==> src/hw/rtl/u8u16_pkg.sv <==
// ----------------------------------------------------------------------------
// u8u16_pkg
// Shared types and constants of the UTF-8 to UTF-16 transcoder.
// ----------------------------------------------------------------------------
`default_nettype none

package u8u16_pkg;

  localparam int COUNT_WIDTH_DFLT = 16;
  localparam int UNIT_W           = 16;
  localparam int CONS_W           = 16;
  localparam int LIMIT_W          = 16;
  localparam int CP_W             = 21;

  typedef enum logic [2:0] {
    ST_DATA    = 3'd0,
    ST_END     = 3'd1,
    ST_STRAY   = 3'd2,
    ST_INVALID = 3'd3,
    ST_FULL    = 3'd4
  } status_t;

  typedef struct packed {
    logic [UNIT_W-1:0] unit;
    logic              is_term;
    status_t           status;
    logic [CONS_W-1:0] consumed;
    logic              last;
  } result_t;

  // one processed byte: number of results and the results themselves
  typedef struct packed {
    logic [1:0] cnt;
    result_t    r0;
    result_t    r1;
  } push_t;

endpackage

`default_nettype wire

==> src/hw/rtl/u8u16_in_reg.sv <==
// ----------------------------------------------------------------------------
// u8u16_in_reg
// Input register: holds one accepted byte until the decoder takes it.
// ----------------------------------------------------------------------------
`default_nettype none

module u8u16_in_reg
  import u8u16_pkg::*;
(
  input  wire logic       clk,
  input  wire logic       rst_n,
  input  wire logic       in_tvalid,
  output logic            in_tready,
  input  wire logic [7:0] in_tdata,   // [7:0] in_byte
  input  wire logic       take,
  output logic            byte_valid,
  output logic [7:0]      byte_val
);

  logic       valid_r, valid_nxt;
  logic [7:0] byte_r, byte_nxt;

  assign in_tready = !valid_r || take;

  always_comb begin
    valid_nxt = valid_r;
    byte_nxt  = byte_r;
    if (in_tready) begin
      valid_nxt = in_tvalid;
      byte_nxt  = in_tdata;
    end
  end

  always_ff @(posedge clk) begin
    if (!rst_n) begin
      valid_r <= 1'b0;
    end else begin
      valid_r <= valid_nxt;
    end
    byte_r <= byte_nxt;
  end

  assign byte_valid = valid_r;
  assign byte_val   = byte_r;

endmodule

`default_nettype wire

==> src/hw/rtl/u8u16_core.sv <==
// ----------------------------------------------------------------------------
// u8u16_core
// Decoder state and single-pass decode of one byte into up to two results.
// ----------------------------------------------------------------------------
`default_nettype none

module u8u16_core
  import u8u16_pkg::*;
#(
  parameter int COUNT_WIDTH = COUNT_WIDTH_DFLT
) (
  input  wire logic               clk,
  input  wire logic               rst_n,
  input  wire logic               cfg_wr_en,
  input  wire logic [LIMIT_W-1:0] cfg_wr_data,
  input  wire logic               byte_valid,
  input  wire logic [7:0]         byte_val,
  input  wire logic               can_push,
  output logic                    take,
  output push_t                   push
);

  localparam int CW    = COUNT_WIDTH;
  localparam int CMP_W = ((CW > LIMIT_W) ? CW : LIMIT_W) + 1;

  logic [CP_W-1:0]    pv_r, pv_nxt;
  logic [1:0]         pl_r, pl_nxt;
  logic               pa_r, pa_nxt;
  logic [CW-1:0]      bt_r, bt_nxt;
  logic [CW-1:0]      uw_r, uw_nxt;
  logic               halt_r, halt_nxt;
  logic [LIMIT_W-1:0] lim_r;

  logic [1:0]         n;
  result_t            r0, r1;
  logic [CP_W-1:0]    w, wofs;
  logic [CMP_W-1:0]   uw_ext, lim_ext, bt_ext;
  logic               lim_on, full1, full2, bad_cp;
  logic [CONS_W-1:0]  cons;

  function automatic logic [CW-1:0] sat_inc(input logic [CW-1:0] x);
    return (x == '1) ? x : x + 1'b1;
  endfunction

  function automatic logic [CW-1:0] sat_add2(input logic [CW-1:0] x);
    return (x >= {{(CW-1){1'b1}}, 1'b0}) ? '1 : x + CW'(2);
  endfunction

  assign lim_on  = (lim_r != '0);
  assign uw_ext  = CMP_W'(uw_r);
  assign lim_ext = CMP_W'(lim_r - 1'b1);
  assign bt_ext  = CMP_W'(bt_r);
  assign full1   = lim_on && (uw_ext >= lim_ext);
  assign full2   = lim_on && ((uw_ext + CMP_W'(1)) >= lim_ext);
  assign cons    = (bt_ext > CMP_W'(16'hffff)) ? 16'hffff : bt_ext[CONS_W-1:0];
  assign w       = {pv_r[CP_W-7:0], byte_val[5:0]};
  assign wofs    = w - CP_W'(21'h10000);
  assign bad_cp  = ((w >= CP_W'(21'hd800)) && (w < CP_W'(21'he000))) ||
                   (w >= CP_W'(21'h110000));

  always_comb begin
    pv_nxt   = pv_r;
    pl_nxt   = pl_r;
    pa_nxt   = pa_r;
    bt_nxt   = bt_r;
    uw_nxt   = uw_r;
    halt_nxt = halt_r;
    n        = 2'd0;
    r0       = '0;
    r1       = '0;
    if (halt_r) begin
      if (byte_val == 8'h00) begin
        pv_nxt   = '0;
        pl_nxt   = '0;
        pa_nxt   = 1'b0;
        bt_nxt   = '0;
        uw_nxt   = '0;
        halt_nxt = 1'b0;
      end
    end else if (byte_val == 8'h00) begin
      n           = 2'd1;
      r0.is_term  = 1'b1;
      r0.status   = ST_END;
      r0.consumed = cons;
      r0.last     = 1'b1;
      pv_nxt      = '0;
      pl_nxt      = '0;
      pa_nxt      = 1'b0;
      bt_nxt      = '0;
      uw_nxt      = '0;
    end else if (full1) begin
      n           = 2'd1;
      r0.is_term  = 1'b1;
      r0.status   = ST_FULL;
      r0.consumed = cons;
      r0.last     = 1'b1;
      halt_nxt    = 1'b1;
    end else if (byte_val < 8'h80) begin
      n       = 2'd1;
      r0.unit = UNIT_W'(byte_val);
      r0.last = 1'b1;
      uw_nxt  = sat_inc(uw_r);
      bt_nxt  = sat_inc(bt_r);
    end else if (byte_val < 8'hc0) begin
      if (!pa_r) begin
        n           = 2'd1;
        r0.is_term  = 1'b1;
        r0.status   = ST_STRAY;
        r0.consumed = cons;
        r0.last     = 1'b1;
        halt_nxt    = 1'b1;
      end else begin
        pv_nxt = w;
        if (pl_r > 2'd1) begin
          pl_nxt = pl_r - 2'd1;
          bt_nxt = sat_inc(bt_r);
        end else if (bad_cp) begin
          n           = 2'd1;
          r0.is_term  = 1'b1;
          r0.status   = ST_INVALID;
          r0.consumed = cons;
          r0.last     = 1'b1;
          halt_nxt    = 1'b1;
        end else if (w < CP_W'(21'h10000)) begin
          n       = 2'd1;
          r0.unit = w[UNIT_W-1:0];
          r0.last = 1'b1;
          uw_nxt  = sat_inc(uw_r);
          pa_nxt  = 1'b0;
          pl_nxt  = '0;
          bt_nxt  = sat_inc(bt_r);
        end else if (full2) begin
          n           = 2'd1;
          r0.is_term  = 1'b1;
          r0.status   = ST_FULL;
          r0.consumed = cons;
          r0.last     = 1'b1;
          halt_nxt    = 1'b1;
        end else begin
          n       = 2'd2;
          r0.unit = 16'hd800 + UNIT_W'(wofs[19:10]);
          r1.unit = 16'hdc00 + UNIT_W'(wofs[9:0]);
          r1.last = 1'b1;
          uw_nxt  = sat_add2(uw_r);
          pa_nxt  = 1'b0;
          pl_nxt  = '0;
          bt_nxt  = sat_inc(bt_r);
        end
      end
    end else begin
      if (byte_val < 8'he0) begin
        pv_nxt = CP_W'(byte_val[4:0]);
        pl_nxt = 2'd1;
      end else if (byte_val < 8'hf0) begin
        pv_nxt = CP_W'(byte_val[3:0]);
        pl_nxt = 2'd2;
      end else begin
        pv_nxt = CP_W'(byte_val[2:0]);
        pl_nxt = 2'd3;
      end
      pa_nxt = 1'b1;
      bt_nxt = sat_inc(bt_r);
    end
  end

  assign take     = byte_valid && ((n == 2'd0) || can_push);
  assign push.cnt = take ? n : 2'd0;
  assign push.r0  = r0;
  assign push.r1  = r1;

  always_ff @(posedge clk) begin
    if (!rst_n) begin
      pv_r   <= '0;
      pl_r   <= '0;
      pa_r   <= 1'b0;
      bt_r   <= '0;
      uw_r   <= '0;
      halt_r <= 1'b0;
      lim_r  <= '0;
    end else begin
      if (take) begin
        pv_r   <= pv_nxt;
        pl_r   <= pl_nxt;
        pa_r   <= pa_nxt;
        bt_r   <= bt_nxt;
        uw_r   <= uw_nxt;
        halt_r <= halt_nxt;
      end
      if (cfg_wr_en) begin
        lim_r <= cfg_wr_data;
      end
    end
  end

`ifndef SYNTH
  a_pair_order: assert property (@(posedge clk) disable iff (!rst_n)
    (push.cnt == 2'd2) |-> (!push.r0.last && push.r1.last && !push.r0.is_term))
    else $error("surrogate pair framed wrong");

  a_term_alone: assert property (@(posedge clk) disable iff (!rst_n)
    ((push.cnt != 2'd0) && push.r0.is_term) |-> ((push.cnt == 2'd1) && push.r0.last))
    else $error("terminator not a single last result");

  a_rearm: assert property (@(posedge clk) disable iff (!rst_n)
    (take && halt_r && (byte_val == 8'h00)) |=> (!halt_r && (bt_r == '0) && !pa_r))
    else $error("NUL after stop did not re-arm");
`endif

endmodule

`default_nettype wire

==> src/hw/rtl/u8u16_out_buf.sv <==
// ----------------------------------------------------------------------------
// u8u16_out_buf
// Two-entry result register feeding the output stream.
// ----------------------------------------------------------------------------
`default_nettype none

module u8u16_out_buf
  import u8u16_pkg::*;
(
  input  wire logic  clk,
  input  wire logic  rst_n,
  input  wire push_t push,
  output logic       can_push,
  output logic       out_tvalid,
  input  wire logic  out_tready,
  output result_t    head
);

  logic [1:0] cnt_r, cnt_nxt;
  result_t    head_r, head_nxt;
  result_t    tail_r, tail_nxt;
  logic       pop;

  assign pop      = (cnt_r != 2'd0) && out_tready;
  assign can_push = (cnt_r == 2'd0) || ((cnt_r == 2'd1) && out_tready);

  always_comb begin
    cnt_nxt  = cnt_r;
    head_nxt = head_r;
    tail_nxt = tail_r;
    if (push.cnt != 2'd0) begin
      head_nxt = push.r0;
      tail_nxt = push.r1;
      cnt_nxt  = push.cnt;
    end else if (pop) begin
      head_nxt = tail_r;
      cnt_nxt  = cnt_r - 2'd1;
    end
  end

  always_ff @(posedge clk) begin
    if (!rst_n) begin
      cnt_r <= '0;
    end else begin
      cnt_r <= cnt_nxt;
    end
    head_r <= head_nxt;
    tail_r <= tail_nxt;
  end

  assign out_tvalid = (cnt_r != 2'd0);
  assign head       = head_r;

`ifndef SYNTH
  a_cnt_range: assert property (@(posedge clk) disable iff (!rst_n)
    cnt_r != 2'd3)
    else $error("result buffer count out of range");

  a_push_space: assert property (@(posedge clk) disable iff (!rst_n)
    (push.cnt != 2'd0) |-> can_push)
    else $error("push into full result buffer");

  a_push_shows: assert property (@(posedge clk) disable iff (!rst_n)
    (push.cnt != 2'd0) |=> out_tvalid)
    else $error("pushed results not presented");
`endif

endmodule

`default_nettype wire

==> src/hw/rtl/utf8_to_utf16_transcoder_top.sv <==
// ----------------------------------------------------------------------------
// utf8_to_utf16_transcoder_top
// UTF-8 byte stream in, UTF-16 code units and string terminators out.
// ----------------------------------------------------------------------------
// Channel  Direction  Payload
// in_      slave      tdata[7:0] byte
// out_     master     tdata unit/consumed, tuser term/status, tlast last
// cfg_     write      wr_data[15:0] output unit limit, 0 = unlimited
//
// A byte is decoded combinationally from the input register into the result
// register when the buffer has room; one result per cycle leaves the two-entry
// result buffer while out_tready is high, so the units of a surrogate pair leave
// one after the other. Bytes that give no result retire even while results wait.
// Reset clears all string state and the limit.
`default_nettype none

module utf8_to_utf16_transcoder_top
  import u8u16_pkg::*;
#(
  parameter int COUNT_WIDTH = COUNT_WIDTH_DFLT
) (
  input  wire logic               clk,
  input  wire logic               rst_n,
  input  wire logic               in_tvalid,
  output logic                    in_tready,
  input  wire logic [7:0]         in_tdata,    // [7:0] in_byte
  output logic                    out_tvalid,
  input  wire logic               out_tready,
  output logic [31:0]             out_tdata,   // [15:0] unit, [31:16] consumed
  output logic [3:0]              out_tuser,   // [0] is_terminator, [3:1] status
  output logic                    out_tlast,
  input  wire logic               cfg_wr_en,
  input  wire logic [LIMIT_W-1:0] cfg_wr_data
);

  logic       take, byte_valid, can_push;
  logic [7:0] byte_val;
  push_t      push;
  result_t    head;

  u8u16_in_reg u_in (
    .clk        (clk),
    .rst_n      (rst_n),
    .in_tvalid  (in_tvalid),
    .in_tready  (in_tready),
    .in_tdata   (in_tdata),
    .take       (take),
    .byte_valid (byte_valid),
    .byte_val   (byte_val)
  );

  u8u16_core #(
    .COUNT_WIDTH (COUNT_WIDTH)
  ) u_core (
    .clk         (clk),
    .rst_n       (rst_n),
    .cfg_wr_en   (cfg_wr_en),
    .cfg_wr_data (cfg_wr_data),
    .byte_valid  (byte_valid),
    .byte_val    (byte_val),
    .can_push    (can_push),
    .take        (take),
    .push        (push)
  );

  u8u16_out_buf u_out (
    .clk        (clk),
    .rst_n      (rst_n),
    .push       (push),
    .can_push   (can_push),
    .out_tvalid (out_tvalid),
    .out_tready (out_tready),
    .head       (head)
  );

  assign out_tdata = {head.consumed, head.unit};
  assign out_tuser = {head.status, head.is_term};
  assign out_tlast = head.last;

endmodule

`default_nettype wire

==> config.mk <==
export PLATFORM = sky130hd
export DESIGN_NAME = utf8_to_utf16_transcoder_top
export DESIGN_NICKNAME = d
export VERILOG_FILES = /design/src/hw/rtl/u8u16_pkg.sv /design/src/hw/rtl/u8u16_in_reg.sv /design/src/hw/rtl/u8u16_core.sv /design/src/hw/rtl/u8u16_out_buf.sv /design/src/hw/rtl/utf8_to_utf16_transcoder_top.sv
export SDC_FILE = /design/constraint.sdc
export NUM_CORES = 1
export LEC_CHECK = 0
export BUFFER_PORTS_ARGS = -buffer_cell sky130_fd_sc_hd__buf_2
export CAP_MARGIN = 20
export CORE_UTILIZATION = 61
export DETAILED_ROUTE_END_ITERATION = 12
export GPL_TIMING_DRIVEN = 0
export PLACE_DENSITY = 0.81
export SYNTH_ARGS = -nofsm -noshare
export SYNTH_HDL_FRONTEND = slang
export SYNTH_HIERARCHICAL = 1
export SYNTH_SLANG_ARGS = --single-unit
==> constraint.sdc <==
create_clock -name clk -period 6.94 [get_ports clk]
set_input_delay 0 -clock clk [delete_from_list [all_inputs] [get_ports clk]]
set_output_delay 0 -clock clk [all_outputs]
set_load 0.01 [all_outputs]
==> flow_metrics.tcl, run 1 <==
set metrics [dict create \
    synth_area_um2 8860 \
    wl_per_cell_um 18.2 \
    first_pass_iters 6 \
    clock.fmax_mhz 161 \
    coreArea_um2 14000 \
    layout-drive-gt1-share_pct 21.8 \
    insertion_delay_ps 430 \
    power_density_nw_per_um2 257 \
    place_area_um2 9520 \
    syn_to_final_growth_pct 17.5 \
    synth_edf_count 82 \
    diodes 0 \
    place_congestion 0.918 \
    tns_ps 0 \
    rsz0062_at_grt "false" \
    finalCritPeriodShare_pct 89.4 \
    drv_slew 0 \
    status "complete, no violations" \
    n_fill_cell 1008 \
    num_rows 43 \
    hold_violations 0 \
    p_comb_share_pct 21.9 \
    antenna_found_initial 0 \
    start_util_pct 63.1 \
    die_area_um2 15000 \
    ys_seq_area_share_pct 43.6 \
    route.vias.total 7553 \
    fin_crit_ps 6210 \
    cts_tree "yes" \
    synth_seq_cells 152 \
    power_frac_clock_pct 36.8 \
    io_pins 68 \
    synth_flop_cell "edfxtp_1" \
    ctsLongestPathBuffers 2 \
    dp_hpwl_um 15200 \
    final_util_pct 74.2 \
    fin_hold_ws_ps 74.8 \
    grt_first_pass_wirelength_um 34800 \
    slew-limit-headroom_pct 35.3 \
    hp-class "primary input to register" \
    postCtsSetupRepairBufs 0 \
    htreeDepth 4 \
    ys_warn_count 6 \
    async_flop_share_pct 0 \
    startpoint_type "register" \
    routed_via_density 6.22 \
    final_nets 1085 \
    portBuffers 66 \
    grt_max_degree 38 \
    critPathKind "register to register" \
    synthDistinctLibCells 87 \
    intPower_w 0.00189 \
    postRouteWirelength_um 22100 \
    grt_overflow_total 0 \
    drc 0 \
    cts_buffers 17 \
    multi_input_area_um2 4540 \
    clk_pin_slew_ps 60 \
    ir_drop_uv 178 \
    drt_iter0_drc 955 \
    worstMarginPinSlew_ps 967 \
    grt_usage_pct 30.4 \
    netlist_instances 888 \
    final_area_um2 10400 \
    critPathRequiredTime_ps 6890 \
    grt_pass1_vias 6990 \
    layout_common_cells "buf_2 (82), edfxtp_1 (82), nor2_1 (71), dfxtp_1 (70), nand2_1 (57)" \
    maxCapViolations 0 \
    path_max_fanout 37 \
    cp-end-kind "register" \
    p_switching_w 0.000778 \
    fin_worst_skew_ps 11.0 \
    cts_root_buf "clkbuf_16" \
    die_x_um 123 \
    clock-sinks 152 \
    regArea_um2 3860 \
    finalSetupViolCount 0 \
    antenna_left 0 \
    p_leak_nw 4.17 \
    sw_frac_of_total_pct 29.1 \
    die_h_um 123 \
    arrival_ps 6160 \
    power_frac_seq_pct 41.3 \
    syn_avg_cell_area_um2 9.98 \
]
-- cells in the mapped netlist, drive strengths merged, types with 3 or more instances --
cell	count	area share, %
ha	35	4.9
and2	33	2.3
and4	4	0.40
o31ai	15	1.4
nand2b	4	0.37
o21a	3	0.25
o221a	8	1.0
o2111ai	3	0.30
nand4	17	1.3
a31oi	11	0.85
a211oi	5	0.54
or2	12	0.85
edfxtp	82	28
mux2	37	5.0
a21oi	54	3.0
inv	21	0.89
and3	17	1.3
a22oi	7	0.59
dfxtp	70	16
nor3	24	1.5
xnor2	15	1.5
nor2b	6	0.42
or3	11	0.78
clkbuf	23	0.97
xor2	14	1.4
nand4b	3	0.30
a21boi	3	0.30
a21o	4	0.34
nor4	8	0.90
o41ai	3	0.30
nor2	72	3.1
a211o	5	0.49
nand2	62	2.9
a311oi	6	0.66
o21ai	38	2.4
nor3b	3	0.31
buf	52	4.1
or4	13	1.1
nand3	34	1.9
mux2i	20	2.3
o22ai	3	0.21
-- final cells by class --
class	instances	share of cell area [%]
Clock inverter	13	1.84
Multi-Input combinational cell	659	43.6
Tap cell	180	2.16
Clock buffer	19	4.16
Sequential cell	152	37.1
Inverter	22	0.793
Timing Repair Buffer	94	6.03
Buffer	75	4.34
-- state kept, by name (all words and copies together) (netlist names) --
name / cells
u_core/lim_r: 16
u_in/byte_val: 8
u_core/pl_r: 2
u_core/halt_r: 1
u_out/cnt_r: 2
u_core/pa_r: 1
u_out/head: 37
u_out/tail_r: 37
u_core/pv_r: 15
u_core/bt_r: 16
u_core/uw_r: 16
u_in/byte_valid: 1
-- layer usage --
metal  vias up  global-route usage (%)  routed length, µm
met2       423                    48.8              10400
met5         -                       0                  0
li1       3532                       -                  -
met4         0                    14.1                756
met3        76                    5.95               1830
met1      3522                    39.6               9120
-- worst max-delay path, stage by stage, from the launching register on --
cell	delay (ps)
dfxtp_1	570
ha_1	330
nand3_1	280
or2_2	360
clkbuf_1	190
xnor2_1	170
ha_1	310
nand2_1	90
a211oi_1	340
a211oi_1	90
or3_1	490
and4_1	200
o22a_1	300
o21ai_2	370
buf_2	320
nor2_1	140
nor2_2	190
buf_6	190
buf_6	190
nand2_2	560
-- power by group through the flow --
stage / sequential (W) / clock [W] / combinational (W)
finish: 0.00110 / 0.000982 / 0.000586
global route: 0.00111 / 0.00103 / 0.000633
CTS: 0.00110 / 0.000986 / 0.000574
detailed placement: 0.00112 / 0 / 0.000558
global placement: 0.00112 / 0 / 0.000538
floorplan: 0.00114 / 0 / 0.000370
-- kinds of logic after synthesis --
group           count (synthesis)  synth area share (%)
buf+inv                        97                  6.03
mux                            57                  7.30
fa+ha+maj                      35                  4.94
other cells                     1                0.0423
xor+xnor                       29                  2.87
simple gates                  327                  20.0
compound gates                190                  15.2
flops                         152                  43.6
-- through the flow --
stage | power [W] | worst slack (ps) | cells
global placement | 0.00166 | 473 | 1154
finish | 0.00267 | 734 | 1214
detailed placement | 0.00168 | 899 | 1155
CTS | 0.00266 | 804 | 1214
global route | 0.00277 | 346 | 1214
floorplan | 0.00151 | 1740 | 908
-- final timing paths --
check	startpoint	to	slack (ps)	depth (start not counted)
worst max-delay path	u_core/uw_r[1]	u_out/head[9]	730	19
worst min-delay path	cfg_wr_en	u_core/lim_r[9]	70	3
worst max register to register	u_core/uw_r[1]	u_out/head[9]	730	19
worst min register to register	u_core/pv_r[13]	u_core/pv_r[13]	470	2
-- repair_timing --
action                    in CTS  in global routing
hold buffers                  27                  0
hold endpoints to repair      27                  0
resized for setup              0                  0
Note: power is estimated with default switching activity, not from simulation.
==> run 2, diff against run 1 <==
--- a/config.mk
+++ b/config.mk
@@ -5,12 +5,13 @@
 export SDC_FILE = /design/constraint.sdc
 export NUM_CORES = 1
 export LEC_CHECK = 0
+export ABC_AREA = 1
 export BUFFER_PORTS_ARGS = -buffer_cell sky130_fd_sc_hd__buf_2
 export CAP_MARGIN = 20
-export CORE_UTILIZATION = 61
+export CORE_UTILIZATION = 62
 export DETAILED_ROUTE_END_ITERATION = 12
 export GPL_TIMING_DRIVEN = 0
-export PLACE_DENSITY = 0.81
+export PLACE_DENSITY = 0.82
 export SYNTH_ARGS = -nofsm -noshare
 export SYNTH_HDL_FRONTEND = slang
 export SYNTH_HIERARCHICAL = 1
==> flow_metrics.tcl, run 2 <==
set metrics [dict create \
    cts_buffers 17 \
    hp-class "primary input to register" \
    dpl_worst_slack_ps 1540 \
    first_pass_iters 6 \
    finalCritPeriodShare_pct 84.7 \
    diodes 0 \
    p_leak_nw 4.80 \
    die_x_um 124 \
    cts_hold_buffers 35 \
    wl_per_cell_um 15.6 \
    async_flop_share_pct 0 \
    grt_pass1_vias 7813 \
    io_pins 68 \
    yosysTopAreaCell "edfxtp_1" \
    postCtsSetupRepairBufs 0 \
    grt_first_pass_wirelength_um 37700 \
    power_density_nw_per_um2 320 \
    maxCapViolations 0 \
    num_rows 44 \
    grt_usage_pct 32.3 \
    antenna_found_initial 0 \
    cts_tree "yes" \
    path_max_fanout 40 \
    ctsLongestPathBuffers 2 \
    ir_drop_uv 190 \
    insertion_delay_ps 430 \
    netlist_instances 1195 \
    synth_edf_count 82 \
    clock-sinks 152 \
    start_util_pct 63.2 \
    slew-limit-headroom_pct 33.5 \
    critPathBufInv 6 \
    htreeDepth 4 \
    drt_iter0_drc 911 \
    slowest_delay_ps 730 \
    synth_seq_cells 152 \
    portBuffers 67 \
    ys_seq_area_share_pct 42.2 \
    routed_via_density 5.61 \
    tns_ps 0 \
    finalWorstSetupSlack_ps 1060 \
    syn_avg_cell_area_um2 7.66 \
    cts_root_buf "clkbuf_16" \
    final_common_cell "nand2_1" \
    synth_top_area_share_pct 26.9 \
    path_common_cell "nand2_1" \
    slowest_stage "nand2_2" \
    layout-drive-gt1-share_pct 13.0 \
    postRouteWirelength_um 23900 \
    layout_common_cells "nand2_1 (294), nor2_1 (152), inv_1 (137), edfxtp_1 (82), buf_2 (77)" \
    antenna_left 0 \
    arrival_ps 6250 \
    dp_hpwl_um 16400 \
    fin_worst_skew_ps 9.21 \
    fin_crit_ps 5880 \
    synth_area_um2 9160 \
    critPathKind "register to register" \
    worstMarginPinSlew_ps 998 \
    drv_slew 0 \
    drc 0 \
    grt_overflow_total 0 \
    synthDistinctLibCells 56 \
    ys_warn_count 6 \
    crit_family "simple AND/OR/NAND/NOR gates" \
    synth_area_leaders "edfxtp_1 (27%), dfxtp_1 (15%), nand2_1 (12%)" \
    coreArea_um2 14500 \
    place_congestion 0.956 \
    cp-end-kind "register" \
    finalSetupViolCount 0 \
    synth_common_cells "nand2_1 (295), nor2_1 (152), inv_1 (137)" \
    yosysMostFrequentCell "nand2_1" \
    ctsResizeCount 0 \
    hold_violations 0 \
    clk_pin_slew_ps 70 \
    route.vias.total 8595 \
    rsz0062_at_grt "false" \
    clock.fmax_mhz 170 \
    final_nets 1400 \
    die_area_um2 15300 \
    critPathRequiredTime_ps 7310 \
    startpoint_type "register" \
    synth_flop_cell "edfxtp_1" \
    status "complete, no violations" \
    die_h_um 124 \
    grt_max_degree 47 \
    syn_to_final_growth_pct 17.0 \
]
## run 2: changes by cell type in the layout (fill, tap and decap cells not counted), moves of 14 or more
cell,delta
mux2_2,-29
nand4_1,+16
a21oi_1,+14
inv_1,+117
and2_1,-33
xor2_1,+26
nor2_1,+81
mux2i_1,-20
nand2_1,+237
and3_1,-15
o21ai_0,+22
## run 2: area by class of cell
class	count	area, µm²
Buffer	63	407
Clock buffer	18	429
Clock inverter	14	138
Fill cell	1070	3760
Inverter	142	533
Multi-Input combinational cell	858	4430
Sequential cell	152	3860
Tap cell	184	230
Timing Repair Buffer	102	686
## run 2: worst paths after layout
check / slack (ps) / start / depth (start not counted) / end
worst max-delay path: 1060 / u_core/uw_r[1] / 31 / u_out/cnt_r[0]
worst min-delay path: 200 / cfg_wr_en / 4 / u_core/lim_r[6]
worst max register to register: 1060 / u_core/uw_r[1] / 31 / u_out/cnt_r[0]
worst min register to register: 470 / u_core/pv_r[8] / 2 / u_core/pv_r[8]
## run 2: cell families (layout without fill, tap and decap cells)
logic type | Yosys count | after routing | synth area share [%]
flops | 152 | 152 | 42.2
fa+ha+maj | 35 | 35 | 4.78
buf+inv | 205 | 339 | 10.3
xor+xnor | 43 | 43 | 4.20
compound gates | 173 | 173 | 10.9
simple gates | 586 | 586 | 27.7
other cells | 1 | 21 | 0.0410
## run 2: stage by stage
stage / instance area [µm²] / std cells / hold WS, ps / util (%) / total power [W]
floorplan: 9230 / 1215 / 98.9 / - / 0.00213
global placement: 9800 / 1466 / 178 / 67.7 / 0.00245
detailed placement: 9800 / 1466 / 179 / 67.7 / 0.00248
CTS: 10700 / 1533 / 164 / 74.0 / 0.00341
global route: 10700 / 1533 / 247 / 74.0 / 0.00363
finish: 10700 / 1533 / 202 / 74.0 / 0.00343
## run 2: routing by layer
layer  up-vias  track usage [%]  wire [µm]
li1       4173                -          -
met2       383             54.2      11600
met4         0             12.4        616
met3        56             4.84       1610
met5         -                0          0
met1      3983             41.8      10100
## run 2: worst register-to-register path, delay by kind of cell, from the launching register on
family	cells	cell delay [ps]
xor+xnor	1	120
compound gates	3	620
buf+inv	6	1280
flops	1	500
simple gates	19	2760
fa+ha+maj	2	530
## run 2: report_power, final
group          total, W  internal, W  switching (W)  leakage (nW)
logic           0.00122     0.000395       0.000822          3.17
clock network  0.000909     0.000503       0.000406         0.274
registers       0.00130      0.00121      0.0000907          1.36
